File: config.mk
export PLATFORM = sky130hd
export DESIGN_NAME = dds_ctrl
export DESIGN_NICKNAME = d
export VERILOG_FILES = /design/src/hw/rtl/dds_pkg.sv /design/src/hw/rtl/dds_ctrl.sv
export SDC_FILE = /design/constraint.sdc
export NUM_CORES = 1
export LEC_CHECK = 0
export BUFFER_PORTS_ARGS = -buffer_cell sky130_fd_sc_hd__buf_2
export CAP_MARGIN = 30
export CORE_AREA = 2 2 39 41
export CTS_BUF_LIST = sky130_fd_sc_hd__clkbuf_4
export CTS_CLUSTER_DIAMETER = 200
export DETAILED_ROUTE_END_ITERATION = 7
export DIE_AREA = 0 0 41 43
export PLACE_DENSITY = 0.44
export SYNTH_ARGS = -nofsm -noshare
export SYNTH_HDL_FRONTEND = slang
export SYNTH_SLANG_ARGS = --single-unit
File: constraint.sdc
create_clock -name clk -period 1.85 [get_ports clk]
set_input_delay 0.0925 -clock clk [delete_from_list [all_inputs] [get_ports clk]]
set_output_delay 0.0925 -clock clk [all_outputs]
set_load 0.005 [all_outputs]
File: src/hw/rtl/dds_pkg.sv
package dds_pkg;

  localparam int TABLE_DEPTH_DEF = 4096;
  localparam int PHASE_WIDTH_DEF = 32;

  localparam int INDEX_WIDTH     = 12;
  localparam int WORD_WIDTH      = 16;
  localparam int CODE_WIDTH      = 12;
  localparam int AMP_WIDTH       = 14;
  localparam int CFG_DATA_WIDTH  = 32;
  localparam int CFG_INDEX_WIDTH = 2;

  localparam logic [WORD_WIDTH-1:0] DAC_CMD  = 16'h3000;
  localparam logic [CODE_WIDTH-1:0] CODE_MAX = 12'hFFF;

  // Signed working width for gains, levels and scaled ramp values.
  localparam int CALC_WIDTH = 27;
  typedef logic signed [CALC_WIDTH-1:0] calc_t;

  localparam calc_t GAIN_POS    = 27'sd1911;
  localparam calc_t GAIN_NEG    = 27'sd1907;
  localparam calc_t DC_BASE_POS = 27'sd10350000;
  localparam calc_t DC_BASE_NEG = 27'sd10345000;

  // Floor division by 5000: bias the dividend positive by 5000 * DIV_BIAS,
  // drop three bits, then multiply by the rounded-up reciprocal of 625.
  localparam int    DIV_BIAS    = 4096;
  localparam calc_t DIV_OFFSET  = 27'sd20480000;
  localparam int    DIV_SHIFT   = 3;
  localparam int    QUOT_WIDTH  = 23;
  localparam int    RECIP_WIDTH = 24;
  localparam logic [RECIP_WIDTH-1:0] RECIP = 24'd13743896;
  localparam int    RECIP_SHIFT = 33;
  localparam int    Q_WIDTH     = 14;
  typedef logic [QUOT_WIDTH-1:0] div_in_t;

  localparam int SAW_BASE = 2070;
  localparam logic signed [15:0] SAW_ADJ = 16'(DIV_BIAS - SAW_BASE);
  localparam logic signed [15:0] DC_ADJ  = 16'(DIV_BIAS);

  typedef enum logic {
    OP_TICK  = 1'b0,
    OP_WRITE = 1'b1
  } op_t;

  typedef enum logic [1:0] {
    MODE_TABLE = 2'd0,
    MODE_SAW   = 2'd1,
    MODE_DC    = 2'd2
  } wave_mode_t;

  typedef enum logic [CFG_INDEX_WIDTH-1:0] {
    CFG_TUNING    = 2'd0,
    CFG_MODE      = 2'd1,
    CFG_AMPLITUDE = 2'd2
  } cfg_reg_t;

  typedef struct packed {
    logic tick;
    logic write;
    logic en1;
    logic en2;
    logic en3;
    logic en4;
    logic en5;
  } pipe_ctrl_t;

endpackage

File: src/hw/rtl/dds_ctrl.sv
module dds_ctrl (
  input  logic                clk,
  input  logic                rst,
  input  logic                item_valid,
  input  logic                op,
  input  logic                dac_ready,
  output logic                item_ready,
  output logic                dac_valid,
  output dds_pkg::pipe_ctrl_t ctrl
);

  logic s1_valid;
  logic s2_valid;
  logic s3_valid;
  logic s4_valid;
  logic s5_valid;
  logic accept;

  // A stage loads when it is empty or its contents move on.
  always_comb begin
    ctrl.en5   = !s5_valid || dac_ready;
    ctrl.en4   = !s4_valid || ctrl.en5;
    ctrl.en3   = !s3_valid || ctrl.en4;
    ctrl.en2   = !s2_valid || ctrl.en3;
    ctrl.en1   = !s1_valid || ctrl.en2;
    accept     = item_valid && ctrl.en1;
    ctrl.tick  = accept && (op == dds_pkg::OP_TICK);
    ctrl.write = accept && (op == dds_pkg::OP_WRITE);
  end

  always_ff @(posedge clk) begin
    if (rst) begin
      s1_valid <= 1'b0;
      s2_valid <= 1'b0;
      s3_valid <= 1'b0;
      s4_valid <= 1'b0;
      s5_valid <= 1'b0;
    end else begin
      if (ctrl.en1) begin
        s1_valid <= ctrl.tick;
      end
      if (ctrl.en2) begin
        s2_valid <= s1_valid;
      end
      if (ctrl.en3) begin
        s3_valid <= s2_valid;
      end
      if (ctrl.en4) begin
        s4_valid <= s3_valid;
      end
      if (ctrl.en5) begin
        s5_valid <= s4_valid;
      end
    end
  end

  assign item_ready = ctrl.en1;
  assign dac_valid  = s5_valid;

endmodule

# After elaboration in Yosys (flattened, before gate mapping)
# Index checks and enable logic that the tools add are counted.
dict set report op_classes {
  bitwise 1
  reduce_logical 13
}
# cell n
set ops {}
lappend ops {{$logic_not 1->1} 5}
lappend ops {{$logic_or 1x1->1} 5}
lappend ops {{$logic_and 1x1->1} 3}
lappend ops {{$not 1->1} 1}
dict set report totals {
  input_bits 5
  wordCells 19
  out_inout_bits 9
  register_bits 5
}

# Depth between registers and ports, before layout
dict set report logic_depth {
  word_depth 8
  ltp_mapped 3
  ltp_nobuf 3
}

# Worst setup path after synthesis
# No wires, ideal clock.
dict set report synth_path {
  kind {reg-to-reg}
  from {register s5_valid, in the netlist dac_valid}
  to {register s1_valid}
  slack_ps 887
  arrival_time_ps 875
  stages_incl_launch_ff 4
  setup_time_ps 88
  path_buffers 0
  period_less_slack_ps 963
  cell_sequence {dfxtp_1 and3b_2 inv_2 o32ai_2}
}
# item line
set synth_lines {}
lappend synth_lines {{start: declaration} dds_ctrl.sv:16} ;# logic s5_valid;
lappend synth_lines {{start signal: assignment} dds_ctrl.sv:52} ;# s5_valid <= s4_valid;
lappend synth_lines {{end signal: assignment} dds_ctrl.sv:40} ;# s1_valid <= ctrl.tick;
lappend synth_lines {{end: declaration} dds_ctrl.sv:12} ;# logic s1_valid;

==> flow_summary.toml <==
[drt]
remaining_drcs = 0
finalWirelength_um = 512
detailedRoute.firstIterationViolations = 2
firstDrtPassIters = 3
post_drt_wl_per_cell_um = 8.68
vias_per_cell = 3.81
num_vias = 225
number_of_antenna_violating_nets_in_the_routed_design = 0

[clock_network]
ctsHtreeMaxLevel = 1
cts-buffers-inserted = 3
clockBufferDepth = 2
clk_root_buf = "sky130_fd_sc_hd__clkbuf_4"
cts_hold_buf = 0
clkLatencyLatePin_ns = 0.24
cts.sink_count = 5
cts_resized = 0
tritoncts = "yes"
clk_pin_slew_worst_paths_ns = 0.05
cts.repair_timing.setup_buffer_count = 0

[synthesis]
synth.avg_cell_area_sq_um = 8.57
ys_warn_count = 0
async_flop_share_pct = 0
syn-cell-area_sq_um = 231
yosys_most_used_dff = "sky130_fd_sc_hd__dfxtp_1"
synth-edff-count = 0
synth_sequential_area_ratio_pct = 43.2
synthesis.nets = 32
synth.largest_area_cell = "sky130_fd_sc_hd__dfxtp_1"
ys_types = 13
yosys.area.top_type_share_pct = 43.2
netlist_top_cells_area = "sky130_fd_sc_hd__dfxtp_1, sky130_fd_sc_hd__a21oi_1, sky130_fd_sc_hd__nand2b_1"
netlist_top_cells_count = "sky130_fd_sc_hd__a21oi_1, sky130_fd_sc_hd__dfxtp_1, sky130_fd_sc_hd__inv_1, sky130_fd_sc_hd__nand2_1, sky130_fd_sc_hd__nand2b_1"
synthesis.instances = 27
ys_ff_latch = 5

[grt]
grt_antenna_before_repair = 0
grt_max_degree = 7
grt_first_pass_wirelength_um = 703
first_global_vias = 192
globalRoute.totalOverflow = 0
grt.total_usage_pct = 6.93

[sta]
period_needed_ns = 1.16
finalHoldViolCount = 0
timing_max_transition_violations_final = 0
max_freq_mhz = 859
finalSetupTns_ns = 0
timing_worst_slew_pin_value_ns = 0.189
slew_headroom_pct = 87.3
fin_skew_ns = 0.00803
min_period_over_period_pct = 63.0
setup-violations-final = 0
grt_setup_unrepaired = "no"

[critical_path]
critical_path_class = "reg2out"
path_max_fanout = 5
worst_setup_path_start_kind = "flop"
worstPathArrival_ns = 1.07
end_kind = "output port"
required_ns = 1.76

[layout]
design.final.nets = 49
fin_util_pct = 24.5
antenna_cells_inserted = 0
final_layout_size_suffix_gt1_share_pct = 46.5
fillers = 159
finish.cell_count_without_fillers = 59
synthToLayoutAreaGrowth_pct = 46.5

[die]
chipHeight_um = 43
rows = 14
floorplan.core_area_sq_um = 1380
die-area_sq_um = 1760
fp.dieW_um = 41
count_of_pins_on_the_block_boundary = 14
initial_utilization_pct = 16.7

[place]
place_inst = 55
gpl.final_weighted_congestion = 0.636
quantity_of_i_o_buffers_inserted_on_ports = 13

[job]
drv.max_cap_violation_count = 0

[power_and_ir_drop]
power_density_nw_per_um2 = 797
design_power_total_uw = 270
leakagePower_uw = 0.000138
ir_worst_vdd_v = 0.000158

[status]
status = "finished clean"

[hold_path]
timing.hold.worst.class = "in2reg"
==> final cells by class <==
cell class | instances | area [sq um] | share of cell area (%)
multi-input combinational | 17 | 109 | 32.1
tap | 16 | 20.0 | 5.90
sequential | 5 | 100 | 29.5
inverter | 4 | 15.0 | 4.43
clock buffer | 4 | 30.0 | 8.86
timing repair buffer | 13 | 65.1 | 19.2
==> cell families after synthesis <==
kind of cell    count (synthesis)  share of synthesized area, %
simple gates                   10                          25.9
compound gates                  7                          21.1
flops                           5                          43.2
buf+inv                         5                          9.73
==> layer usage <==
metal,share of wire (%),wire length (um),GRT usage (%)
met5,0,0,0
met4,0,0,8.00
met3,6.4,33,4.71
met2,56,288,10.0
met1,37,190,5.14
==> path summary, 6_finish.rpt <==
path                     startpoint  depth (start not counted)  slack (ns)                     to
max          dac_valid$_SDFFE_PP0P_                          3        0.69                ctrl[5]
min                             rst                          2        0.09  s3_valid$_SDFFE_PP0P_
max reg2reg  dac_valid$_SDFFE_PP0P_                          3        0.83  s1_valid$_SDFFE_PP0P_
min reg2reg   s2_valid$_SDFFE_PP0P_                          2        0.47  s3_valid$_SDFFE_PP0P_
==> state kept, by name, summed over array words and instances, names as in the netlist <==
signal     count
s4_valid       1
s3_valid       1
s1_valid       1
s2_valid       1
dac_valid      1
==> per-stage QoR <==
| step | area (sq um) | hold slack, ns | setup slack [ns] |
|---|---|---|---|
| after floorplan | 231 | 0.162 | 0.887 |
| after global placement | 309 | 0.338 | 0.870 |
| after detailed placement | 309 | 0.337 | 0.866 |
| after CTS | 339 | 0.0742 | 0.664 |
| after global routing | 339 | 0.0810 | 0.601 |
| final | 339 | 0.0880 | 0.685 |
==> worst max-delay path: stages, from the launching register on <==
cell                      delay, ns
sky130_fd_sc_hd__dfxtp_1       0.33
sky130_fd_sc_hd__and3b_2       0.25
sky130_fd_sc_hd__a21oi_1       0.12
sky130_fd_sc_hd__buf_2         0.12
==> cell usage in the layout, fill, tap and decap left out <==
cell / count
sky130_fd_sc_hd__a21oi_1: 5
sky130_fd_sc_hd__and3_1: 1
sky130_fd_sc_hd__and3b_2: 1
sky130_fd_sc_hd__buf_2: 13
sky130_fd_sc_hd__clkbuf_4: 4
sky130_fd_sc_hd__dfxtp_1: 5
sky130_fd_sc_hd__inv_1: 3
sky130_fd_sc_hd__inv_2: 1
sky130_fd_sc_hd__nand2_1: 3
sky130_fd_sc_hd__nand2b_1: 3
sky130_fd_sc_hd__nand3_1: 1
sky130_fd_sc_hd__nand4b_1: 1
sky130_fd_sc_hd__o31ai_1: 1
sky130_fd_sc_hd__o32ai_2: 1
==> report_power, final <==
group          switching, uW  internal (uW)
registers               1.60            110
logic                   7.18           8.76
clock network           46.2           96.2
total                   54.9            215
Note: power is estimated with default switching activity, not from simulation.
