File: config.mk
export PLATFORM = sky130hd
export DESIGN_NAME = dds_code
export DESIGN_NICKNAME = d
export VERILOG_FILES = /design/src/hw/rtl/dds_pkg.sv /design/src/hw/rtl/dds_code.sv
export SDC_FILE = /design/constraint.sdc
export NUM_CORES = 1
export LEC_CHECK = 0
export BUFFER_PORTS_ARGS = -buffer_cell sky130_fd_sc_hd__buf_2
export CAP_MARGIN = 20
export CORE_MARGIN = 2
export CORE_UTILIZATION = 58
export CTS_BUF_LIST = sky130_fd_sc_hd__clkbuf_4
export CTS_CLUSTER_DIAMETER = 40
export DETAILED_ROUTE_END_ITERATION = 10
export PLACE_DENSITY = 0.76
export SLEW_MARGIN = 30
export SYNTH_ARGS = -nofsm -noshare
export SYNTH_HDL_FRONTEND = slang
export SYNTH_SLANG_ARGS = --single-unit
File: constraint.sdc
create_clock -name clk -period 8.4 [get_ports clk]
set_input_delay 1.68 -clock clk [delete_from_list [all_inputs] [get_ports clk]]
set_output_delay 1.68 -clock clk [all_outputs]
set_load 0.05 [all_outputs]
File: src/hw/rtl/dds_pkg.sv
package dds_pkg;

  localparam int TABLE_DEPTH_DEF = 4096;
  localparam int PHASE_WIDTH_DEF = 32;

  localparam int INDEX_WIDTH     = 12;
  localparam int WORD_WIDTH      = 16;
  localparam int CODE_WIDTH      = 12;
  localparam int AMP_WIDTH       = 14;
  localparam int CFG_DATA_WIDTH  = 32;
  localparam int CFG_INDEX_WIDTH = 2;

  localparam logic [WORD_WIDTH-1:0] DAC_CMD  = 16'h3000;
  localparam logic [CODE_WIDTH-1:0] CODE_MAX = 12'hFFF;

  // Signed working width for gains, levels and scaled ramp values.
  localparam int CALC_WIDTH = 27;
  typedef logic signed [CALC_WIDTH-1:0] calc_t;

  localparam calc_t GAIN_POS    = 27'sd1911;
  localparam calc_t GAIN_NEG    = 27'sd1907;
  localparam calc_t DC_BASE_POS = 27'sd10350000;
  localparam calc_t DC_BASE_NEG = 27'sd10345000;

  // Floor division by 5000: bias the dividend positive by 5000 * DIV_BIAS,
  // drop three bits, then multiply by the rounded-up reciprocal of 625.
  localparam int    DIV_BIAS    = 4096;
  localparam calc_t DIV_OFFSET  = 27'sd20480000;
  localparam int    DIV_SHIFT   = 3;
  localparam int    QUOT_WIDTH  = 23;
  localparam int    RECIP_WIDTH = 24;
  localparam logic [RECIP_WIDTH-1:0] RECIP = 24'd13743896;
  localparam int    RECIP_SHIFT = 33;
  localparam int    Q_WIDTH     = 14;
  typedef logic [QUOT_WIDTH-1:0] div_in_t;

  localparam int SAW_BASE = 2070;
  localparam logic signed [15:0] SAW_ADJ = 16'(DIV_BIAS - SAW_BASE);
  localparam logic signed [15:0] DC_ADJ  = 16'(DIV_BIAS);

  typedef enum logic {
    OP_TICK  = 1'b0,
    OP_WRITE = 1'b1
  } op_t;

  typedef enum logic [1:0] {
    MODE_TABLE = 2'd0,
    MODE_SAW   = 2'd1,
    MODE_DC    = 2'd2
  } wave_mode_t;

  typedef enum logic [CFG_INDEX_WIDTH-1:0] {
    CFG_TUNING    = 2'd0,
    CFG_MODE      = 2'd1,
    CFG_AMPLITUDE = 2'd2
  } cfg_reg_t;

  typedef struct packed {
    logic tick;
    logic write;
    logic en1;
    logic en2;
    logic en3;
    logic en4;
    logic en5;
  } pipe_ctrl_t;

endpackage

File: src/hw/rtl/dds_code.sv
module dds_code #(
  parameter int ADDR_W = $clog2(dds_pkg::TABLE_DEPTH_DEF)
) (
  input  logic                              clk,
  input  dds_pkg::pipe_ctrl_t               ctrl,
  input  logic [1:0]                        wave_mode,
  input  dds_pkg::calc_t                    saw_gain,
  input  dds_pkg::div_in_t                  dc_level,
  input  logic [ADDR_W-1:0]                 phase_idx,
  input  logic [dds_pkg::WORD_WIDTH-1:0]    table_data,
  output logic [dds_pkg::WORD_WIDTH-1:0]    dac_word
);

  localparam int PROD_W = dds_pkg::CALC_WIDTH + ADDR_W + 1;
  localparam int RP_W   = dds_pkg::QUOT_WIDTH + dds_pkg::RECIP_WIDTH;

  logic [ADDR_W-1:0]                 idx1;
  logic signed [PROD_W-1:0]          ramp2;
  logic [dds_pkg::CODE_WIDTH-1:0]    tcode2;
  dds_pkg::calc_t                    ramp_scaled;
  dds_pkg::calc_t                    ramp_biased;
  dds_pkg::div_in_t                  div_in3;
  logic [dds_pkg::CODE_WIDTH-1:0]    tcode3;
  logic [RP_W-1:0]                   recip_prod;
  logic [dds_pkg::Q_WIDTH-1:0]       quot4;
  logic [dds_pkg::CODE_WIDTH-1:0]    tcode4;
  logic signed [15:0]                level;
  logic [dds_pkg::CODE_WIDTH-1:0]    level_code;
  logic [dds_pkg::CODE_WIDTH-1:0]    code;

  always_ff @(posedge clk) begin
    if (ctrl.en1) begin
      idx1 <= phase_idx;
    end
  end

  always_ff @(posedge clk) begin
    if (ctrl.en2) begin
      ramp2  <= saw_gain * $signed({1'b0, idx1});
      tcode2 <= table_data[dds_pkg::CODE_WIDTH-1:0];
    end
  end

  // Arithmetic shift by the index width is the floor division by the depth.
  always_comb begin
    ramp_scaled = dds_pkg::calc_t'(ramp2 >>> ADDR_W);
    ramp_biased = ramp_scaled + dds_pkg::DIV_OFFSET;
  end

  always_ff @(posedge clk) begin
    if (ctrl.en3) begin
      if (wave_mode == dds_pkg::MODE_SAW) begin
        div_in3 <= ramp_biased[dds_pkg::DIV_SHIFT +: dds_pkg::QUOT_WIDTH];
      end else begin
        div_in3 <= dc_level;
      end
      tcode3 <= tcode2;
    end
  end

  assign recip_prod = RP_W'(div_in3) * RP_W'(dds_pkg::RECIP);

  always_ff @(posedge clk) begin
    if (ctrl.en4) begin
      quot4  <= recip_prod[dds_pkg::RECIP_SHIFT +: dds_pkg::Q_WIDTH];
      tcode4 <= tcode3;
    end
  end

  always_comb begin
    if (wave_mode == dds_pkg::MODE_SAW) begin
      level = $signed(16'(quot4)) - dds_pkg::SAW_ADJ;
    end else begin
      level = $signed(16'(quot4)) - dds_pkg::DC_ADJ;
    end
    if (level < 16'sd0) begin
      level_code = '0;
    end else if (level > $signed({4'b0, dds_pkg::CODE_MAX})) begin
      level_code = dds_pkg::CODE_MAX;
    end else begin
      level_code = level[dds_pkg::CODE_WIDTH-1:0];
    end
    unique case (wave_mode)
      dds_pkg::MODE_SAW: code = level_code;
      dds_pkg::MODE_DC:  code = level_code;
      default:           code = tcode4;
    endcase
  end

  always_ff @(posedge clk) begin
    if (ctrl.en5) begin
      dac_word <= dds_pkg::DAC_CMD | {4'b0, code};
    end
  end

endmodule

== After elaboration in Yosys (flattened, before gate mapping) ==
Index checks and enable logic that the tools add are counted.

* Output and inout port bits: 16
* Flip-flop bits (word level): 135

* Multipliers: 2
* $add $sub $neg: 3
* Mux-type cells: 5
* Reductions and logical operators: 1
* Eq/ne operators: 2
* Magnitude comparators: 2

{| class="wikitable"
|+ Operator list
! cell !! number
|-
| $mul A23 B21 Y44 const B || 1
|-
| $mul A27 B13 Y38 || 1
|-
| $mux W12 || 3
|-
| $add A26 B26 Y26 const B || 1
|-
| $mux W23 || 1
|-
| $gt A16 B13 Y1 const B || 1
|-
| $lt A16 B1 Y1 const B || 1
|-
| $mux W16 || 1
|-
| $sub A14 B11 Y15 const B || 1
|-
| $sub A14 B13 Y15 const B || 1
|-
| $eq A2 B1 Y1 const B || 1
|-
| $eq A2 B2 Y1 const B || 1
|-
| $reduce_or A2 Y1 || 1
|}

== Depth between registers and ports, before layout ==
Gate-level depths: netlist of run 1.

* Depth in word-level cells: 6
* Mapped depth: 22

== Worst setup path before layout of run 1 ==
No wires, ideal clock.

* Path kind: in2reg
* From: input saw_gain[16]
* To: register ramp2[33] (data pin)
* Library setup time: 259 ps
* Setup slack: 1592 ps
* Stages: 19
* Data arrival time: 6549 ps
* Cells stage by stage: clkbuf_1 > nand2_1 > fa_1 > inv_1 > fa_1 > inv_1 > fa_1 > fa_1 > fa_1 > inv_1 > ha_1 > and3_1 > and2_1 > a32o_1 > a21oi_1 > a21oi_1 > a21o_1 > o41a_1 > xor2_1

* Word-level cells in the longest chain between the ends: 1

{| class="wikitable"
|+ RTL lines
! what !! line !! source
|-
| from (decl) || dds_code.sv:7 || <nowiki>input dds_pkg::calc_t saw_gain,</nowiki>
|-
| $mul A27 B13 Y38 || dds_code.sv:39 || <nowiki>ramp2 <= saw_gain * $signed({1'b0, idx1});</nowiki>
|-
| to (signal assigned) || dds_code.sv:39 ||
|-
| to (decl) || dds_code.sv:18 || <nowiki>logic signed [PROD_W-1:0] ramp2;</nowiki>
|}

Every way passes these cells.
A chain may end at the register's enable or synchronous reset.

== Final worst setup path of run 1 ==
* From: input saw_gain[8]
* To: register ramp2[36] (data pin)

The elaborated chain is that of the path after synthesis.

==> metrics.md, run 1 <==
| Metric | Value |
|---|---|
| Status | complete, no violations |
| Top-count cell post-synth | inv_1 |
| Fill count | 3184 |
| Util after Layout | 61.7% |
| Cells after Synth | 2248 |
| Fin. max-slew vios | 0 |
| Largest net degree at the start of global routing | 41 |
| MaxCap Viol Count | 0 |
| Final-report hold violation count | 0 |
| CTS tree | yes |
| WP data required | 8.78 ns |
| Via density | 5.39 |
| Slew Limit Headroom | 34.0% |
| Hold buffers post-CTS | 0 |
| Cell Area, Synth | 23200 sq um |
| Post-CTS Setup Inserts | 0 |
| Clk_skew | 0.0680 ns |
| Total gr overflow | 0 |
| Max Freq | 141 MHz |
| Crit path DAT | 7.46 ns |
| First-pass GRT wire length | 84.5 mm |
| Setup-failing EPs final | 0 |
| DR WL/cell | 18.0 um |
| Post_cts resized | 0 |
| Synth top area share | 39.7% |
| CP startpoint kind | input port |
| Drt pass-1 iters | 5 |
| DRC | 0 |
| Yosys warns | 0 |
| Die Y | 204 um |
| Die area | 41600 sq um |
| Num CTS Buffers | 17 |
| Global placement routability congestion | 0.965 |
| Crit path kind | input port to flip-flop |
| Total clock sinks | 120 |
| # port buffers | 93 |
| CTS H-Tree Depth | 4 |
| Dpl hpwl | 43.1 mm |
| Maximum clock path buffer count | 2 |
| Top cells by count, synth | inv_1 (596), fa_1 (459), ha_1 (288) |
| WL final | 51.2 mm |
| Mean area per synthesized cell | 10.3 sq um |
| Post-layout minimum cycle time | 7.08 ns |
| Slew @ Worst Pin | 0.990 ns |
| Num rows | 73 |
| CP endpoint kind | flip-flop |
| Hold Path Class | flip-flop to flip-flop |
| Post-synthesis sequential area ratio | 15.6% |
| Post-route ant nets | 0 |
| Vias in the first global route | 16886 |
| GRT Overall Usage | 26.4% |
| Starting Density | 58.6% |
| Via Count | 15290 |
| Synth area leader | fa_1 |
| Async SR Flop Fraction | 0% |
| DRT iter0 DRCs | 777 |
| Die X | 204 um |
| Fin nets | 3135 |
| Ys flop type | edfxtp_1 |
| I/O pins | 104 |
| Layout area overhead | 5.30% |
| Clock root buffer | clkbuf_4 |
| Post-synth EDFFs | 120 |
| Synth cell types | 62 |
| RSZ-0062 raised after global routing | false |
| Layout cells sized above 1 | 7.00% |
| Synth top area cells | fa_1 (40%), edfxtp_1 (16%), ha_1 (16%) |
| Flops & latches, synth | 120 |
| Final worst-path cycle share | 84.3% |
| Core ar. | 39500 sq um |
| Clk pin slew, worst setup/hold paths | 0.20 ns |
| Maximum fanout along the worst path | 12 |
| Fin Setup TNS | 0 ns |
| Initial antenna violation count | 3 |
| Clock latency on the worst-skew pair | 0.61 ns |
## state kept, by name, summed over array words and instances, names as in the netlist
| name | count |
|---|---|
| dac_word | 12 |
| ramp2 | 23 |
| tcode2 | 12 |
| idx1 | 12 |
| tcode4 | 12 |
| tcode3 | 12 |
| div_in3 | 23 |
| quot4 | 14 |
## cells by family (layout without fill, tap and decap cells)
logic type | Yosys count | count (layout) | synth area share [%]
fa+ha+maj | 747 | 747 | 55.2
flops | 120 | 120 | 15.6
simple gates | 454 | 454 | 9.63
mux | 18 | 18 | 0.869
other cells | 2 | 5 | 0.0324
compound gates | 166 | 166 | 5.03
buf+inv | 667 | 730 | 10.9
xor+xnor | 74 | 74 | 2.80
## placed cells by master (no fill, tap or decap), types with 12 or more instances in the layout
master    count
inv_1       596
fa_1        459
ha_1        287
nand2_1     216
and2_1      140
edfxtp_1    120
buf_2        93
a21oi_1      44
xnor2_1      39
a21o_1       36
xor2_1       35
nor2_1       28
mux2_2       17
clkbuf_4     17
nand3_1      14
nand4_1      13
a211oi_1     13
o21ai_0      12
## worst max-delay path, cell delays in order
cell	delay [ns]
buf_2	0.25
nand2_1	0.13
fa_1	0.55
inv_1	0.05
fa_1	0.47
inv_1	0.05
fa_1	0.50
inv_1	0.06
fa_1	0.59
fa_1	0.46
ha_1	0.31
nand3_1	0.10
nor4_1	0.76
o211a_1	0.26
a21oi_1	0.18
o21ai_1	0.38
nand4_1	0.22
a311o_1	0.36
o311ai_1	0.09
## stage by stage
step / area (sq um) / cells / hold slack [ns] / setup slack (ns)
after floorplan: 23200 / 2250 / 0.400 / 1.59
after global placement: 24100 / 2802 / 0.404 / 0.968
after detailed placement: 24100 / 2803 / 0.405 / 0.818
after CTS: 24400 / 2835 / 0.390 / 1.42
after global routing: 24400 / 2839 / 0.410 / 1.17
final: 24400 / 2839 / 0.384 / 1.32
## final timing paths
kind,slack (ns),to,from,cells after the start
setup / recovery,1.32,ramp2[36],saw_gain[8],19
hold / removal,0.38,tcode3[0],tcode2[0],0
setup reg to reg,1.45,quot4[13],div_in3[1],22
hold reg to reg,0.38,tcode3[0],tcode2[0],0
## per-layer routing
metal | vias to the layer above | global-route usage, % | routed length [um]
met1 | 7704 | 32.9 | 20200
met4 | 2 | 11.0 | 2100
met3 | 108 | 5.02 | 3320
met2 | 512 | 45.3 | 25500
met5 | - | 0 | 13
li1 | 6964 | - | -
## layout make-up
class | instances | area (sq um) | share of cell area [%]
multi-input combinational | 1463 | 17100 | 69.9
sequential | 120 | 3600 | 14.8
inverter | 596 | 2240 | 9.17
tap | 525 | 657 | 2.69
timing repair buffer | 102 | 556 | 2.28
clock inverter | 15 | 156 | 0.641
clock buffer | 17 | 128 | 0.523
antenna | 1 | 2.50 | 0.0103
Power of run 1 is not shown: default switching activity piles up to over one toggle a cycle in this logic, so the estimate is an artifact.
==> run 2: changes to the inputs <==
--- a/config.mk
+++ b/config.mk
@@ -5,6 +5,7 @@
 export SDC_FILE = /design/constraint.sdc
 export NUM_CORES = 1
 export LEC_CHECK = 0
+export ABC_AREA = 1
 export BUFFER_PORTS_ARGS = -buffer_cell sky130_fd_sc_hd__buf_2
 export CAP_MARGIN = 20
 export CORE_MARGIN = 2
@@ -12,7 +13,7 @@
 export CTS_BUF_LIST = sky130_fd_sc_hd__clkbuf_4
 export CTS_CLUSTER_DIAMETER = 40
 export DETAILED_ROUTE_END_ITERATION = 10
-export PLACE_DENSITY = 0.76
+export PLACE_DENSITY = 0.79
 export SLEW_MARGIN = 30
 export SYNTH_ARGS = -nofsm -noshare
 export SYNTH_HDL_FRONTEND = slang
==> constraint.sdc (replaced) <==
create_clock -name clk -period 6 [get_ports clk]
set_input_delay 1.2 -clock clk [delete_from_list [all_inputs] [get_ports clk]]
set_output_delay 1.2 -clock clk [all_outputs]
set_load 0.05 [all_outputs]
==> metrics.md, run 2 <==
| Metric | Value |
|---|---|
| Synth area leader | fa_1 |
| Flops & latches, synth | 120 |
| Global placement routability congestion | 0.974 |
| Via density | 5.23 |
| Slew @ Worst Pin | 0.818 ns |
| Setup-failing EPs final | 0 |
| Post-route ant nets | 0 |
| Status | complete, no violations |
| Mean area per synthesized cell | 8.46 sq um |
| RSZ-0062 raised after global routing | true |
| CTS tree | yes |
| Top cells by count, synth | inv_1 (846), nand2_1 (692), fa_1 (459) |
| Vias in the first global route | 21532 |
| Maximum clock path buffer count | 2 |
| Largest net degree at the start of global routing | 36 |
| Fill count | 3537 |
| Flop2flop setup slack | 0.17 ns |
| Die area | 45100 sq um |
| Post-layout minimum cycle time | 5.83 ns |
| Starting Density | 58.6% |
| DRC | 0 |
| Dpl hpwl | 53.6 mm |
| Synth cell types | 41 |
| DRT iter0 DRCs | 1343 |
| CP startpoint kind | flip-flop |
| Die X | 212 um |
| Top flop regs | div_in3: 23 flops, ramp2: 23 flops, quot4: 14 flops |
| Post-synth EDFFs | 120 |
| Most common cell after layout, fill and taps aside | inv_1 |
| Fin. max-slew vios | 0 |
| Slew Limit Headroom | 45.5% |
| DR WL/cell | 16.4 um |
| Total gr overflow | 0 |
| Num CTS Buffers | 17 |
| Layout area overhead | 9.41% |
| Clk pin slew, worst setup/hold paths | 0.15 ns |
| Min Hold Slack | 0.421 ns |
| Num rows | 76 |
| Crit path DAT | 6.20 ns |
| Core ar. | 43000 sq um |
| Post-synthesis sequential area ratio | 14.3% |
| Hold buffers post-CTS | 0 |
| Drt pass-1 iters | 6 |
| Layout cells sized above 1 | 9.95% |
| Commonest non-fill, non-tap cells in the layout | inv_1 (845), nand2_1 (690), fa_1 (459), ha_1 (283), buf_4 (144) |
| Clock latency on the worst-skew pair | 0.61 ns |
| Cell Area, Synth | 25200 sq um |
| Final setup margin | 0.171 ns |
| First-pass GRT wire length | 102 mm |
| WP data required | 6.37 ns |
| Die Y | 212 um |
| Fin nets | 3997 |
| MaxCap Viol Count | 0 |
| # port buffers | 93 |
| Synth top area cells | fa_1 (36%), edfxtp_1 (14%), ha_1 (14%) |
| Crit path kind | flip-flop to flip-flop |
| Async SR Flop Fraction | 0% |
| Yosys warns | 0 |
| Fin Setup TNS | 0 ns |
| CP endpoint kind | flip-flop |
| Max Freq | 172 MHz |
| Total clock sinks | 120 |
| GRT Overall Usage | 29.2% |
| Initial antenna violation count | 3 |
| CTS H-Tree Depth | 4 |
| Final worst-path cycle share | 97.1% |
| Clock root buffer | clkbuf_4 |
| WL final | 61.8 mm |
| Maximum fanout along the worst path | 3 |
| Clk_skew | 0.0364 ns |
| Top-count cell post-synth | inv_1 |
| DP Worst Slack | -0.0687 ns |
| Final-report hold violation count | 0 |
| Synth top area share | 36.5% |
| I/O pins | 104 |
| Cells after Synth | 2979 |
| Via Count | 19684 |
| Hold Path Class | flip-flop to flip-flop |
| Ys flop type | edfxtp_1 |
run 2: cells by family (layout without fill, tap and decap cells):
family / after synthesis / after routing / synth area share (%)
simple gates: 930 / 930 / 14.8
buf+inv: 924 / 1118 / 13.9
fa+ha+maj: 747 / 747 / 50.8
compound gates: 206 / 206 / 4.51
flops: 120 / 120 / 14.3
xor+xnor: 50 / 50 / 1.74
other cells: 2 / 6 / 0.0298
run 2: per-stage QoR:
stage          instances  utilization [%]  instance area [sq um]
2_1_floorplan       2981                -                  25200
3_3_place_gp        3717             63.1                  27100
3_5_place_dp        3717             63.1                  27100
4_1_cts             3749             63.7                  27400
5_1_grt             3762             64.2                  27600
6_report            3762             64.2                  27600
run 2: worst max-delay path, cell delays in order, from the launching register on:
cell	delay (ns)
edfxtp_1	0.51
ha_1	0.41
fa_1	0.57
inv_1	0.07
fa_1	0.51
inv_1	0.06
fa_1	0.55
fa_1	0.43
fa_1	0.49
inv_1	0.05
fa_1	0.52
inv_1	0.05
ha_1	0.30
nand2_1	0.08
nand2_1	0.07
a21oi_1	0.20
a21boi_0	0.26
o21ai_0	0.15
nand3_1	0.13
nand3_1	0.08
nand2_1	0.06
nand2_1	0.06
run 2: repair_timing:
action,4_1_cts,5_1_grt
gates resized for setup,0,24
setup endpoints to repair,0,12
setup buffers,0,11
run 2: final timing paths:
path | cells past startpoint | startpoint | end
hold reg to reg | 0 | tcode2[7] | tcode3[7]
hold / removal | 0 | tcode2[7] | tcode3[7]
setup reg to reg | 21 | div_in3[16] | quot4[12]
setup / recovery | 21 | div_in3[16] | quot4[12]
run 2: per-layer routing:
layer	up-vias	part of all wire, %	track usage (%)
met5	-	0.018	0
met4	2	3.7	10.4
met3	177	6.3	3.81
met2	752	52	53.6
met1	9558	38	35.0
li1	9195	-	-
run 2: area by class of cell:
| cell class | instances | area (sq um) | area share, % |
|---|---|---|---|
| Multi-Input combinational cell | 1937 | 18200 | 66.0 |
| Sequential cell | 120 | 3600 | 13.1 |
| Inverter | 848 | 3180 | 11.5 |
| Timing Repair Buffer | 238 | 1570 | 5.68 |
| Tap cell | 585 | 732 | 2.65 |
| Clock inverter | 15 | 151 | 0.549 |
| Clock buffer | 17 | 128 | 0.463 |
| Antenna cell | 2 | 5.00 | 0.0181 |
Power of run 2 is left out for the same reason.
